### src/rtl/core/grs_pkg.sv
// ----------------------------------------------------------------------------
// grs_pkg
// Types and constants shared by the grouped running sum block.
// ----------------------------------------------------------------------------
package grs_pkg;

   localparam int SUM_WIDTH      = 32;
   localparam int KEY_WIDTH      = 32;
   localparam int CSR_DATA_WIDTH = 32;
   localparam int CSR_ADDR_WIDTH = 3;

   // register index, taken from paddr[2]
   localparam logic REG_TRAILING_MODE = 1'b0;

   typedef struct packed {
      logic signed [SUM_WIDTH-1:0] sample_value;
      logic signed [KEY_WIDTH-1:0] group_key;
      logic                        start_of_set;
   } req_payload_type;

   typedef struct packed {
      logic signed [SUM_WIDTH-1:0] running_sum;
      logic                        table_overflow;
   } rsp_payload_type;

endpackage

### src/rtl/core/grouped_running_sum_unit.sv
// ----------------------------------------------------------------------------
// grouped_running_sum_unit
// Segmented running sum per group id with a small associative table.
// ----------------------------------------------------------------------------
// One request is taken every clock cycle unless a result is held unread;
// it passes the input register, then the result register. The lookup and
// update of the group table between those registers sets this rate: the
// key match against every entry, the free entry pick and the 32-bit add
// all settle before the table is written, so the next request sees the
// updated table. No clearing pass follows reset; valid bits are cleared at
// once. The trailing_mode register (address 0) selects inclusive (0) or
// exclusive (1) sums; the user must write it only while idle, unenforced.
// ----------------------------------------------------------------------------
module grouped_running_sum_unit
   import grs_pkg::*;
#(
   parameter int MAX_GROUPS = 16
)
(
   input  logic                      clock,
   input  logic                      reset,
   input  logic                      req_valid,
   output logic                      req_ready,
   input  req_payload_type           req_payload,
   output logic                      rsp_valid,
   input  logic                      rsp_ready,
   output rsp_payload_type           rsp_payload,
   input  logic                      psel,
   input  logic                      penable,
   input  logic                      pwrite,
   input  logic [CSR_ADDR_WIDTH-1:0] paddr,
   input  logic [CSR_DATA_WIDTH-1:0] pwdata,
   output logic [CSR_DATA_WIDTH-1:0] prdata,
   output logic                      pready
);

   logic            trailing_mode;
   logic            in_valid_ff;
   logic            in_valid_in;
   req_payload_type in_item_ff;
   logic            out_valid_ff;
   logic            out_valid_in;
   rsp_payload_type out_item_ff;
   rsp_payload_type table_result;
   logic            out_free;
   logic            advance;

   grs_csr u_csr (
      .clock         (clock),
      .reset         (reset),
      .psel          (psel),
      .penable       (penable),
      .pwrite        (pwrite),
      .paddr         (paddr),
      .pwdata        (pwdata),
      .prdata        (prdata),
      .pready        (pready),
      .trailing_mode (trailing_mode)
   );

   grs_group_table #(
      .MAX_GROUPS (MAX_GROUPS)
   ) u_table (
      .clock         (clock),
      .reset         (reset),
      .update_en     (advance),
      .item          (in_item_ff),
      .trailing_mode (trailing_mode),
      .result        (table_result)
   );

   assign out_free  = !out_valid_ff || rsp_ready;
   assign advance   = in_valid_ff && out_free;
   assign req_ready = !in_valid_ff || advance;

   assign in_valid_in  = (req_valid && req_ready) ? 1'b1 : (advance ? 1'b0 : in_valid_ff);
   assign out_valid_in = advance ? 1'b1 : (rsp_ready ? 1'b0 : out_valid_ff);

   always_ff @(posedge clock) begin
      if (reset) begin
         in_valid_ff  <= 1'b0;
         out_valid_ff <= 1'b0;
      end else begin
         in_valid_ff  <= in_valid_in;
         out_valid_ff <= out_valid_in;
      end
   end

   always_ff @(posedge clock) begin
      if (req_valid && req_ready) begin
         in_item_ff <= req_payload;
      end
      if (advance) begin
         out_item_ff <= table_result;
      end
   end

   assign rsp_valid   = out_valid_ff;
   assign rsp_payload = out_item_ff;

   a_ready_only_when_full: assert property (@(posedge clock) disable iff (reset)
      !req_ready |-> (in_valid_ff && out_valid_ff && !rsp_ready))
      else $error("request stalled with room in the pipeline");

   a_overflow_zero_sum: assert property (@(posedge clock) disable iff (reset)
      rsp_valid && rsp_payload.table_overflow |-> (rsp_payload.running_sum == '0))
      else $error("overflow result carries a nonzero sum");

   a_advance_fills_output: assert property (@(posedge clock) disable iff (reset)
      advance |=> rsp_valid)
      else $error("request moved on without a result");

endmodule

### src/rtl/core/grs_csr.sv
// ----------------------------------------------------------------------------
// grs_csr
// APB register slave holding the trailing mode control bit.
// ----------------------------------------------------------------------------
module grs_csr
   import grs_pkg::*;
(
   input  logic                      clock,
   input  logic                      reset,
   input  logic                      psel,
   input  logic                      penable,
   input  logic                      pwrite,
   input  logic [CSR_ADDR_WIDTH-1:0] paddr,
   input  logic [CSR_DATA_WIDTH-1:0] pwdata,
   output logic [CSR_DATA_WIDTH-1:0] prdata,
   output logic                      pready,
   output logic                      trailing_mode
);

   logic trailing_mode_ff;
   logic trailing_mode_in;
   logic wr_en;

   assign pready = 1'b1;
   assign wr_en  = psel && penable && pwrite;

   always_comb begin
      trailing_mode_in = trailing_mode_ff;
      if (wr_en && (paddr[2] == REG_TRAILING_MODE)) begin
         trailing_mode_in = pwdata[0];
      end
   end

   always_ff @(posedge clock) begin
      if (reset) begin
         trailing_mode_ff <= 1'b0;
      end else begin
         trailing_mode_ff <= trailing_mode_in;
      end
   end

   always_comb begin
      prdata = '0;
      if (paddr[2] == REG_TRAILING_MODE) begin
         prdata = {{(CSR_DATA_WIDTH-1){1'b0}}, trailing_mode_ff};
      end
   end

   assign trailing_mode = trailing_mode_ff;

endmodule

### src/rtl/core/grs_group_table.sv
// ----------------------------------------------------------------------------
// grs_group_table
// Associative group table: parallel key match, free entry pick, sum update.
// ----------------------------------------------------------------------------
module grs_group_table
   import grs_pkg::*;
#(
   parameter int MAX_GROUPS = 16
)
(
   input  logic            clock,
   input  logic            reset,
   input  logic            update_en,
   input  req_payload_type item,
   input  logic            trailing_mode,
   output rsp_payload_type result
);

   logic [KEY_WIDTH-1:0] keys_ff [MAX_GROUPS];
   logic [SUM_WIDTH-1:0] sums_ff [MAX_GROUPS];
   logic [MAX_GROUPS-1:0] valid_ff;
   logic [MAX_GROUPS-1:0] valid_in;

   logic [MAX_GROUPS-1:0] eff_valid;
   logic [MAX_GROUPS-1:0] hit_vec;
   logic [MAX_GROUPS-1:0] free_onehot;
   logic [MAX_GROUPS-1:0] wr_onehot;
   logic                  hit_any;
   logic                  overflow;
   logic [SUM_WIDTH-1:0]  hit_sum;
   logic [SUM_WIDTH-1:0]  before_sum;
   logic [SUM_WIDTH-1:0]  after_sum;

   // start of set empties the table before the lookup
   assign eff_valid = item.start_of_set ? '0 : valid_ff;

   always_comb begin
      hit_sum = '0;
      for (int i = 0; i < MAX_GROUPS; i++) begin
         hit_vec[i] = eff_valid[i] && (keys_ff[i] == item.group_key);
         // keys are unique among valid entries, so at most one hit
         hit_sum    = hit_sum | ({SUM_WIDTH{hit_vec[i]}} & sums_ff[i]);
      end
   end

   // lowest clear bit of the valid vector
   assign free_onehot = ~eff_valid & (eff_valid + MAX_GROUPS'(1));
   assign hit_any     = |hit_vec;
   assign wr_onehot   = hit_any ? hit_vec : free_onehot;
   assign overflow    = !hit_any && (free_onehot == '0);
   assign before_sum  = hit_any ? hit_sum : '0;
   assign after_sum   = before_sum + item.sample_value;

   always_comb begin
      result.table_overflow = overflow;
      if (overflow) begin
         result.running_sum = '0;
      end else if (trailing_mode) begin
         result.running_sum = before_sum;
      end else begin
         result.running_sum = after_sum;
      end
   end

   assign valid_in = update_en ? (eff_valid | wr_onehot) : valid_ff;

   always_ff @(posedge clock) begin
      if (reset) begin
         valid_ff <= '0;
      end else begin
         valid_ff <= valid_in;
      end
   end

   always_ff @(posedge clock) begin
      for (int i = 0; i < MAX_GROUPS; i++) begin
         if (update_en && wr_onehot[i]) begin
            keys_ff[i] <= item.group_key;
            sums_ff[i] <= after_sum;
         end
      end
   end

   a_hit_unique: assert property (@(posedge clock) disable iff (reset)
      $onehot0(hit_vec))
      else $error("group key matched more than one entry");

   a_start_single_entry: assert property (@(posedge clock) disable iff (reset)
      update_en && item.start_of_set |=> $onehot(valid_ff))
      else $error("table not left with one entry after start of set");

   a_overflow_full: assert property (@(posedge clock) disable iff (reset)
      overflow |-> (eff_valid == '1))
      else $error("overflow flagged while a free entry exists");

   a_overflow_keeps_table: assert property (@(posedge clock) disable iff (reset)
      update_en && overflow |=> (valid_ff == $past(valid_ff)))
      else $error("table changed on overflow");

endmodule

### config.mk
export PLATFORM = sky130hd
export DESIGN_NAME = grouped_running_sum_unit
export DESIGN_NICKNAME = d
export VERILOG_FILES = /design/src/rtl/core/grs_pkg.sv /design/src/rtl/core/grouped_running_sum_unit.sv /design/src/rtl/core/grs_csr.sv /design/src/rtl/core/grs_group_table.sv
export SDC_FILE = /design/constraint.sdc
export NUM_CORES = 2
export LEC_CHECK = 0
export BUFFER_PORTS_ARGS = -buffer_cell sky130_fd_sc_hd__clkbuf_2
export CORE_MARGIN = 4
export CORE_UTILIZATION = 45
export CTS_CLUSTER_DIAMETER = 40
export DETAILED_ROUTE_END_ITERATION = 16
export GPL_TIMING_DRIVEN = 0
export SKIP_CTS_REPAIR_TIMING = 1
export SYNTH_ARGS = -nofsm -noshare
export SYNTH_HDL_FRONTEND = slang
export SYNTH_SLANG_ARGS = --single-unit
### constraint.sdc
create_clock -name clock -period 6.88 [get_ports clock]
set_input_delay 1.376 -clock clock [delete_from_list [all_inputs] [get_ports clock]]
set_output_delay 1.376 -clock clock [all_outputs]
set_load 0.1 [all_outputs]
* Word-level counts from Yosys, hierarchy flattened
Memory sizes are Yosys's and may differ from the RTL's. Cells that the tools add are included.
Storage, ports and cells: register bits 117, bits in latches 0, memory bits (writable) 1024, bits in read-only memories 0, bits of input ports 107, output and inout port bits 68, logic and storage cells 152, memories 2
Memories:
- u_table.keys_ff | depth 16, width 32, read ports 16, clocked after Yosys merged registers in 0, wr ports 16, line grs_group_table.sv:19 | logic [KEY_WIDTH-1:0] keys_ff [MAX_GROUPS];
- u_table.sums_ff | depth 16, width 32, read ports 16, clocked after Yosys merged registers in 0, wr ports 16, line grs_group_table.sv:20 | logic [SUM_WIDTH-1:0] sums_ff [MAX_GROUPS];
Operators by class: add/subtract/negate cells 2, $mul 0, div/mod/pow operators 0, $lt $le $gt $ge 0, equality and inequality tests 16, shift operators 0, multiplexer cells 41, bitwise operators 35, reduce and logical (&&, ||, !) cells 47
Operators with widths (number):
- bitwise AND 32 bit | 16
- == test 32 bit | 16
- bitwise OR 32 bit | 15
- two-way mux 32 bit | 2
- logical AND 1 bit | 38
- two-way mux 1 bit | 37
- adder 32 bit | 1
- two-way mux 16 bit | 2
- adder 16 x 1 -> 16 bit, second input constant | 1
- bitwise AND 16 bit | 1
- zero test 16 bit | 1
- NOT 16 bit | 1
- bitwise OR 16 bit | 1
- OR reduction 16 bit | 1
- nonzero test 2 bit | 2
- zero test 1 bit | 3
- logical OR 1 bit | 2
- NOT 1 bit | 1

* Longest topological paths before layout
An unclocked memory read counts as a cell.
word-level depth 22, mapped depth 22, gate-level depth less buffers 19

* By module
Synthesis repeated with hierarchy kept, for this count alone.
Unflattened totals: cell total of the unflattened synthesis 2968, area total of the unflattened synthesis 47757.1 um^2
Modules (own cells, without submodules):
- grs_group_table | instances 1, cells each 2820, area each 44401.3 um^2, sequential area each 31069.8 um^2
- grouped_running_sum_unit | instances 1, cells each 108, area each 3046.7 um^2, sequential area each 2982.9 um^2
- grs_csr | instances 1, cells each 40, area each 309.0 um^2, sequential area each 20.0 um^2

* Worst setup path after synthesis
OpenSTA, ideal clock, no wires.
kind reg-to-reg, from register in_item_ff[20] (netlist name), to memory u_table.keys_ff[5][0], in the netlist u_table.keys_ff[1][32], enable pin, library setup time 487 ps, arrival time 5366 ps, required time 6393 ps, slack 1027 ps, cell stages (with the launch flop) 10, path buffers 3, period minus slack after synthesis 5853 ps, path through edfxtp_1 > buf_6 > xnor2_1 > nand2_1 > or4_4 > nor4_4 > clkbuf_1 > clkbuf_1 > o21ba_2 > nor2_1
RTL lines:
- start, declared | line grouped_running_sum_unit.sv:40 | req_payload_type in_item_ff;
- start signal, assigned | line grouped_running_sum_unit.sv:91 | in_item_ff <= req_payload;
- end, declared | line grs_group_table.sv:19

* Worst setup path after layout
from register in_item_ff[21] (netlist name), to register out_item_ff, in the netlist rsp_payload[32], data pin
On the way: longest elaborated chain between the ends 21, elaborated cells on any way between the ends 69, those cells by class 1 x add/sub; 16 x eq/ne; 2 x mux; 31 x bitwise; 19 x reduce/logical
Ends and longest elaborated chain:
- == test 32 bit | line grs_group_table.sv:40 | hit_vec[i] = eff_valid[i] && (keys_ff[i] == item.group_key);
- logical AND 1 bit | line grs_group_table.sv:40
- bitwise AND 32 bit | line grs_group_table.sv:42 | hit_sum = hit_sum | ({SUM_WIDTH{hit_vec[i]}} & sums_ff[i]);
- bitwise OR 32 bit (15 in series) | line grs_group_table.sv:42
- two-way mux 32 bit | line grs_group_table.sv:51 | assign before_sum = hit_any ? hit_sum : '0;
- adder 32 bit | line grs_group_table.sv:52 | assign after_sum = before_sum + item.sample_value;
- two-way mux 32 bit | line grs_group_table.sv:58 | end else if (trailing_mode) begin
- end signal, assigned | line grouped_running_sum_unit.sv:94 | out_item_ff <= table_result;
- end, declared | line grouped_running_sum_unit.sv:43 | rsp_payload_type out_item_ff;
Several ways; a longest one is shown, not always the timed one. A chain may end at the register's enable or synchronous reset.

==> metrics.cfg <==
[sta]
post-route-min-period_ns=6.82
final_setup_violation_count=0
max-slew-margin-rel_pct=4.25
slew_viol_final=0
timing.hold.ws_ns=0.500
fmaxAchievable_mhz=147
clock-skew-final_ns=0.0375
setup_ws_ns=0.0646
finalSetupTns_ns=0
hold_viol_final=0
period_share_pct=99.1
tightest_slew_ns=1.43

[clocking]
clock_sink_count=1141
numCtsBuffers=152
tritoncts=built
cts.htree.levels=4
clk_latency_ns=0.76
clock_tree.buffer_depth=3
clk_transition_reported_paths_ns=0.06
root_buffer=sky130_fd_sc_hd__clkbuf_16

[finish]
layout-drive-gt1-share_pct=21.6
antenna-diode-count=0
final_nets=3540
syn2layout_area_growth_pct=21.8

[die]
ioPinCount=175
die_height_um=333
std_cell_rows=118
die-width_um=333
floorplan.die_area_mm2=0.111
initial_utilization_pct=45.6
coreArea_mm2=0.104

[yosys]
post_synth_most_frequent_cells=sky130_fd_sc_hd__edfxtp_1, sky130_fd_sc_hd__xor2_1, sky130_fd_sc_hd__nor4_1, sky130_fd_sc_hd__a221oi_1, sky130_fd_sc_hd__a22o_1
yosysTopAreaCell=sky130_fd_sc_hd__edfxtp_1
syn-instance-count=2941
synthesis.area_mm2=0.0475
ys_async_sr_fraction_pct=0
synth_top_area_share_pct=71.0
total_of_warnings_raised_by_yosys=0
syn_area_per_cell_um2=16.1
synth.yosys.seq_area_share_pct=71.8
synth_enable_flop_cells=1122
synth.top_cells.by_area=sky130_fd_sc_hd__edfxtp_1, sky130_fd_sc_hd__xor2_1, sky130_fd_sc_hd__nor4_1
count_leader_synth=sky130_fd_sc_hd__edfxtp_1
synthFlopType=sky130_fd_sc_hd__edfxtp_1
ys_types=71
postSynthRegisterBits=1141

[global_route]
maximum_number_of_pins_on_one_net_before_global_route_repair=52
grt_pass1_vias=29436
grt_pass1_wl_um=227000
grt_antenna_before_repair=8
globalRouteTotalUtil_pct=29.2
grt_overflow=0

[routing]
wirelength_um=167000
post_drt_via_cell_ratio=6.27
drc=0
drt_iter0_drc=4505
drt.antenna.violating_nets=0
route.vias.total=30742
first_pass_iters=6
wire_per_inst_um=34.0

[hold_path]
timing.hold.worst.class=reg2reg
min_from=u_table.valid_ff[5]$_SDFFE_PP0P_

[setup_path]
worstSetupStartpointType=flop
worst_ep_arrival_time_ns=7.38
critPathLaunch=in_item_ff[21]$_DFFE_PP_
timing.critical_path.to_type=flop
critical_path_peak_fanout=10
timing_worst_setup_path_type=reg2reg
required_ns=7.44
timing.rr.start=in_item_ff[21]$_DFFE_PP_

[outcome]
status=completed

[place]
place_hpwl_um=102000
routabilityCongestion=0.930
post-place-ws_ns=-4.19
buffer_ports.inserted=108

[pwr]
power.ir.vdd_worst_v=0.000181
power_mw=16.8
power_per_cell_area_mw_per_mm2=291
leakage_nw=20.0

[job]
max_cap_viol_count=0

[final timing paths]
check             slack (ns)                          endpoint  cells past startpoint
hold reg to reg         0.50  u_table.valid_ff[5]$_SDFFE_PP0P_                      2
setup / recovery        0.06     rsp_payload[32]$_SDFFCE_PP0P_                     20
hold / removal          0.50  u_table.valid_ff[5]$_SDFFE_PP0P_                      2
setup reg to reg        0.06     rsp_payload[32]$_SDFFCE_PP0P_                     20
[per-layer routing]
layer / up-vias / global-route usage (%) / share of wire, %
met2: 2255 / 43.6 / 44
met4: 2 / 13.0 / 4.4
met1: 15518 / 40.4 / 39
met3: 397 / 7.83 / 12
li1: 12570 / - / -
met5: - / 0 / 0.0078
[cells in the final DEF, fill, tap and decap left out, types with 12 or more instances in the layout]
| master | synthesis | routed |
|---|---|---|
| sky130_fd_sc_hd__a22oi_1 | 38 | 38 |
| sky130_fd_sc_hd__bufinv_16 | 0 | 19 |
| sky130_fd_sc_hd__nand3_1 | 31 | 31 |
| sky130_fd_sc_hd__clkbuf_4 | 0 | 19 |
| sky130_fd_sc_hd__xnor2_1 | 68 | 57 |
| sky130_fd_sc_hd__buf_2 | 28 | 20 |
| sky130_fd_sc_hd__nor2b_1 | 16 | 14 |
| sky130_fd_sc_hd__a22o_1 | 120 | 120 |
| sky130_fd_sc_hd__nor2_1 | 100 | 87 |
| sky130_fd_sc_hd__conb_1 | 2 | 32 |
| sky130_fd_sc_hd__nor4_1 | 183 | 179 |
| sky130_fd_sc_hd__nor2_4 | 9 | 21 |
| sky130_fd_sc_hd__a221oi_1 | 120 | 119 |
| sky130_fd_sc_hd__buf_4 | 48 | 168 |
| sky130_fd_sc_hd__buf_6 | 21 | 35 |
| sky130_fd_sc_hd__o21ai_0 | 25 | 22 |
| sky130_fd_sc_hd__mux2i_1 | 27 | 27 |
| sky130_fd_sc_hd__ha_1 | 31 | 30 |
| sky130_fd_sc_hd__inv_6 | 0 | 21 |
| sky130_fd_sc_hd__clkinvlp_4 | 0 | 12 |
| sky130_fd_sc_hd__buf_12 | 0 | 39 |
| sky130_fd_sc_hd__clkinv_1 | 1 | 15 |
| sky130_fd_sc_hd__buf_16 | 0 | 12 |
| sky130_fd_sc_hd__clkbuf_16 | 0 | 158 |
| sky130_fd_sc_hd__xor2_1 | 474 | 468 |
| sky130_fd_sc_hd__or3_1 | 12 | 12 |
| sky130_fd_sc_hd__nand4_1 | 94 | 94 |
| sky130_fd_sc_hd__edfxtp_1 | 1122 | 1122 |
| sky130_fd_sc_hd__clkbuf_1 | 57 | 25 |
| sky130_fd_sc_hd__clkbuf_2 | 0 | 127 |
| sky130_fd_sc_hd__clkinv_2 | 0 | 19 |
| sky130_fd_sc_hd__dfxtp_1 | 19 | 19 |
| sky130_fd_sc_hd__nand2_1 | 47 | 47 |
| sky130_fd_sc_hd__nor3_1 | 36 | 34 |
| sky130_fd_sc_hd__a21oi_1 | 35 | 34 |
| sky130_fd_sc_hd__inv_1 | 20 | 20 |
[sequential cells by signal, summed over array words and instances, names as in the netlist]
| signal | count |
|---|---|
| in_item_ff | 65 |
| in_valid_ff | 1 |
| rsp_payload | 33 |
| rsp_valid | 1 |
| u_csr.trailing_mode | 1 |
| u_table.keys_ff | 512 |
| u_table.sums_ff | 512 |
| u_table.valid_ff | 16 |
[area by class of cell]
class / count / area, µm²
multi-input combinational: 1649 / 13000
tap: 1380 / 1730
clock buffer: 172 / 4020
fill: 8156 / 46300
buffer: 156 / 1170
clock inverter: 104 / 1210
inverter: 21 / 78.8
timing repair buffer: 280 / 2580
sequential: 1141 / 34100
[worst max-delay path, cell delays in order (launching register included)]
cell	delay, ns
sky130_fd_sc_hd__edfxtp_1	0.51
sky130_fd_sc_hd__clkbuf_4	0.40
sky130_fd_sc_hd__buf_6	0.28
sky130_fd_sc_hd__xor2_1	0.15
sky130_fd_sc_hd__nor4_1	0.34
sky130_fd_sc_hd__nand4_1	0.21
sky130_fd_sc_hd__nor3_4	0.47
sky130_fd_sc_hd__buf_4	0.35
sky130_fd_sc_hd__buf_4	0.38
sky130_fd_sc_hd__a221oi_1	0.16
sky130_fd_sc_hd__nand4_1	0.25
sky130_fd_sc_hd__ha_1	0.40
sky130_fd_sc_hd__a21o_1	0.22
sky130_fd_sc_hd__a221oi_1	0.37
sky130_fd_sc_hd__o21bai_1	0.21
sky130_fd_sc_hd__a211oi_4	0.39
sky130_fd_sc_hd__o31ai_2	0.16
sky130_fd_sc_hd__a41oi_2	0.44
sky130_fd_sc_hd__xor2_4	0.20
sky130_fd_sc_hd__or3_1	0.40
sky130_fd_sc_hd__a21oi_2	0.27
[power breakdown]
group	internal (mW)	switching (mW)
registers	7.70	0.0288
logic	0.244	0.714
clock network	4.97	3.15
[through the flow]
step	area [µm²]	util, %	std cells
6_report	57800	55.6	4903
4_1_cts	56100	53.9	4778
3_3_place_gp	49800	47.9	4459
2_1_floorplan	47600	-	2971
5_1_grt	57800	55.6	4903
3_5_place_dp	50900	48.9	4502
[cell families (layout without fill, tap and decap cells)]
group | after synthesis | in the layout | synth area share, %
flops | 1141 | 1141 | 71.8
fa+ha+maj | 32 | 32 | 0.859
compound gates | 399 | 399 | 6.66
other cells | 2 | 32 | 0.0158
simple gates | 615 | 615 | 7.82
mux | 28 | 28 | 0.593
buf+inv | 181 | 733 | 2.24
xor+xnor | 543 | 543 | 10.0
(Power assumes the default switching activity.)
